**src/rtl/bcp_pkg.sv**
```systemverilog
// Shared widths, types and register codes for the Bezier curve point evaluator.
// No dependencies; every other file in the block imports this package.
package bcp_pkg;

    localparam int COORD_W  = 16;
    localparam int FRAC_W   = 16;
    localparam int POS_W    = FRAC_W + 1;
    localparam int NUM_AXES = 3;
    localparam int PACKED_W = NUM_AXES * COORD_W;
    localparam int DIFF_W   = COORD_W + 1;
    localparam int PROD_W   = DIFF_W + POS_W + 1;
    localparam int CFG_IDX_W = 3;

    // One input register, then two stages for each of the three lerp levels.
    localparam int PIPE_DEPTH = 7;
    localparam int T_TAPS     = 5;

    typedef logic signed [COORD_W-1:0] coord_t;
    typedef logic signed [DIFF_W-1:0]  diff_t;
    typedef logic signed [PROD_W-1:0]  prod_t;
    typedef logic [POS_W-1:0]          pos_t;
    typedef logic [PACKED_W-1:0]       packed_pt_t;

    localparam pos_t  POS_ONE    = pos_t'(1) << FRAC_W;
    localparam prod_t ROUND_HALF = prod_t'(1) << (FRAC_W - 1);

    typedef enum logic [CFG_IDX_W-1:0] {
        CFG_DEGREE = 3'd0,
        CFG_START  = 3'd1,
        CFG_CTRL1  = 3'd2,
        CFG_CTRL2  = 3'd3,
        CFG_END    = 3'd4
    } cfg_idx_t;

endpackage

```
**src/rtl/bcp_lerp.sv**
```systemverilog
// Two-stage fixed-point linear interpolation of one coordinate.
// Depends on bcp_pkg for widths and the rounding constant.
module bcp_lerp (
    input  logic            clk,
    input  logic            en,
    input  bcp_pkg::coord_t a,
    input  bcp_pkg::coord_t b,
    input  bcp_pkg::pos_t   t,
    output bcp_pkg::coord_t res
);
    import bcp_pkg::*;

    diff_t  diff;
    prod_t  prod_next;
    prod_t  prod_reg;
    coord_t a_reg;
    prod_t  rounded;
    prod_t  shifted;
    diff_t  sum;
    coord_t res_next;
    coord_t res_reg;

    // First stage: difference and product.
    always_comb
    begin
        diff      = diff_t'(b) - diff_t'(a);
        prod_next = prod_t'(diff) * prod_t'($signed({1'b0, t}));
    end

    // Second stage: round half up, floor by the arithmetic shift, add the base.
    always_comb
    begin
        rounded  = prod_reg + ROUND_HALF;
        shifted  = rounded >>> FRAC_W;
        sum      = diff_t'(a_reg) + shifted[DIFF_W-1:0];
        res_next = sum[COORD_W-1:0];
    end

    always_ff @(posedge clk)
    begin
        if (en)
        begin
            prod_reg <= prod_next;
            a_reg    <= a;
            res_reg  <= res_next;
        end
    end

    assign res = res_reg;

endmodule

```
**config.mk**
```make
export PLATFORM = sky130hd
export DESIGN_NAME = bcp_lerp
export DESIGN_NICKNAME = d
export VERILOG_FILES = /design/src/rtl/bcp_pkg.sv /design/src/rtl/bcp_lerp.sv
export SDC_FILE = /design/constraint.sdc
export NUM_CORES = 1
export LEC_CHECK = 0
export BUFFER_PORTS_ARGS = -buffer_cell sky130_fd_sc_hd__buf_2
export CAP_MARGIN = 20
export CORE_MARGIN = 2
export CORE_UTILIZATION = 40
export DETAILED_ROUTE_END_ITERATION = 8
export HOLD_SLACK_MARGIN = 0.06
export PLACE_DENSITY_LB_ADDON = 0.15
export SYNTH_ARGS = -nofsm -noshare
export SYNTH_HDL_FRONTEND = slang
export SYNTH_SLANG_ARGS = --single-unit
```
**constraint.sdc**
```tcl
create_clock -name clk -period 21.9 [get_ports clk]
set_clock_uncertainty 0.2 [all_clocks]
set_input_delay 3.285 -clock clk [delete_from_list [all_inputs] [get_ports clk]]
set_output_delay 3.285 -clock clk [all_outputs]
set_load 0.05 [all_outputs]
```
==> out/results.tsv <==
stage	metric	value	unit
timing	Rel. slew slack	25.7	%
synth	syn_nets	1716	
setup_path	Startpoint Class	input port	
global_routing	gr ovfl total	0	
floorplanning	die width	179	um
detailed_routing	antenna viol nets, final	0	
timing	setup_tns	0	ns
job	Max-Cap Viols	0	
clock_tree	clock root buffer	clkbuf_16	
placement	GP Congestion	0.825	
setup_path	R2R cell count	12	
synth	synthesized area per cell	9.38	sq um
detailed_routing	wire per inst	15.9	um
timing	fmax	87.9	MHz
clock_tree	TritonCTS Sinks	49	
floorplanning	IO Pins	67	
detailed_routing	vias per cell	4.84	
cells_and_area	max FFs per register	17	
global_routing	initial antenna violation count	1	
clock_tree	CTS tree	built	
clock_tree	post-CTS resize count	0	
cells_and_area	# diodes	0	
setup_path	cell mode on critical path	fa_1	
global_routing	first-pass GRT wire length	45.9	mm
setup_path	Worst setup EP type	flop	
synth	YS warnings	0	
synth	#FFs+latches synth	49	
clock_tree	setup bufs post-CTS	0	
setup_path	R2R Setup Slk	18.03	ns
floorplanning	num rows	63	
global_routing	total track usage	18.3	%
global_routing	vias in the first global route	8760	
setup_path	CP max stage delay	0.65	ns
cells_and_area	Syn-to-layout area delta	7.73	%
floorplanning	die area	32000	sq um
cells_and_area	fraction of layout cells with a size suffix above 1	7.53	%
synth	Yosys top cell area share	36.9	%
timing	pins over their slew limit	0	
clock_tree	CTS clk-pin slew, worst paths	0.06	ns
floorplanning	Die Height	179	um
detailed_routing	DRC viols	0	
synth	sequential share of the synthesized area	12.0	%
hold_path	Hold Path Depth	1	
setup_path	critical path required time	21.73	ns
setup_path	WP data arrival	11.21	ns
synth	area leader, netlist	fa_1	
timing	final hold viol count	0	
hold_path	HP Class	flop to flop	
synth	distinct cell type count after synthesis	53	
clock_tree	H-Tree Depth	2	
timing	RSZ-0062 raised after global routing	false	
clock_tree	CTS Buf Count	5	
synth	Post-Syn Area	12200	sq um
setup_path	Worst path slowest cell	xnor2_2	
cells_and_area	NumNets Final	1768	
floorplanning	Starting Density	40.9	%
setup_path	Crit Path Category	input port to flop	
timing	crit share post-route	52.0	%
setup_path	crit path max fanout	17	
clock_tree	Skew-Pair Late Insertion Delay	0.28	ns
detailed_routing	DR pass1 iterations	5	
detailed_routing	detailed-route via count	8435	
synth	Primary FF master, synth	edfxtp_1	
placement	I/O Buffers	66	
timing	Tightest Pin Transition	1.11	ns
synth	Synth Instances	1302	
detailed_routing	DR iter-0 viols	350	
synth	number of flops mapped to enable cells by yosys	49	
floorplanning	Core Region	29900	sq um
synth	ys async rst share	0	%
detailed_routing	final wirelength	27.8	mm
synth	ranking of synthesized cells by area	fa_1 37%, ha_1 14%, edfxtp_1 12%	
timing	minimum clock period	11.38	ns
outcome	status	finished, final reports clean	
clock_tree	CTS Hold Bufs	0	
placement	dpl hpwl	22.7	mm
global_routing	pin count of the biggest net entering global routing	50	
timing	Final setup viols	0	
clock_tree	Max Root-Sink Buffers	2	
==> cells in the mapped netlist (2+ instances only) <==
cell      number
a211o_1        2
a211oi_1       2
a21o_1        13
a21oi_1       28
a311oi_1       2
a311oi_2       2
and2_1       100
and3_1         6
buf_2          3
clkbuf_1      31
edfxtp_1      49
fa_1         225
ha_1         138
inv_1        311
nand2_1      153
nand2b_1      13
nand3_1       19
nand4_1        4
nor2_1        37
nor2b_1       37
nor3_1         6
nor3b_1        2
o211a_1        2
o21a_1         9
o21ai_0        9
o21ai_1        3
o21bai_1       4
o31a_1         3
o31ai_1        3
o41ai_2        2
or3_1          4
xnor2_1       47
xnor2_2        3
xor2_1        11
==> cells in the final DEF (no fill, tap or decap), types with 9 or more instances in the layout <==
master,synthesis,routed
nand3_1,19,19
a21o_1,13,13
inv_1,311,311
edfxtp_1,49,49
and2_1,100,100
o21a_1,9,9
nor2b_1,37,37
buf_4,0,12
nor2_1,37,37
a21oi_1,28,26
fa_1,225,225
nand2_1,153,153
o21ai_0,9,9
nand2b_1,13,13
xnor2_1,47,46
buf_2,3,66
ha_1,138,138
xor2_1,11,11
==> cells by family (layout without fill, tap and decap cells) <==
logic type / count (synthesis) / after routing / synth area share, %
compound gates: 97 / 97 / 6.00
xor+xnor: 61 / 61 / 4.56
fa+ha+maj: 363 / 363 / 51.0
buf+inv: 345 / 397 / 10.6
flops: 49 / 49 / 12.0
simple gates: 387 / 387 / 15.8
==> critical path, delay by kind of cell <==
kind	cells	cell delay [ns]
adder cells (fa/ha/maj)	9	3.86
AO/OA/AOI/OAI	10	2.07
XOR/XNOR	3	0.93
AND/OR/NAND/NOR	4	0.81
buffers and inverters	4	0.25
==> layout make-up <==
class / instances / area (sq um)
repair buffers: 79 / 440
fillers: 2949 / 16700
multi-input cells: 908 / 9460
well taps: 390 / 488
clock inverters: 1 / 3.75
inverters: 311 / 1170
flip-flops and latches: 49 / 1470
clock buffers: 6 / 129
==> per-layer routing <==
layer  vias to the layer above  part of all wire [%]  track usage [%]  wire, um
met4                         0                  0.77             2.47       213
li1                       4057                     -                -         -
met3                        19                   4.4             1.12      1220
met2                       171                    45             30.0     12500
met5                         -                     0                0         0
met1                      4188                    50             27.5     13800
==> path summary, 6_finish.rpt <==
| check | startpoint | endpoint |
|---|---|---|
| setup reg to reg | prod_reg[15]$_DFFE_PP_ | res[14]$_DFFE_PP_ |
| hold reg to reg | a_reg[0]$_DFFE_PP_ | res[0]$_DFFE_PP_ |
| hold / removal | a_reg[0]$_DFFE_PP_ | res[0]$_DFFE_PP_ |
| setup / recovery | a[0] | prod_reg[31]$_DFFE_PP_ |
==> per-stage QoR <==
stage               cell area [sq um]  std cells  setup WS [ns]  util (%)  hold slack [ns]
floorplan                       12200       1302          11.16         -            0.326
global placement                13000       1736          10.35      43.5            0.407
detailed placement              13000       1736          10.21      43.5            0.394
CTS                             13100       1743          10.50      44.0            0.429
global route                    13200       1744          10.06      44.1            0.458
finish                          13200       1744          10.52      44.1            0.423
Power is not shown: default switching activity piles up to over one toggle a cycle in this logic, so the estimate is an artifact.
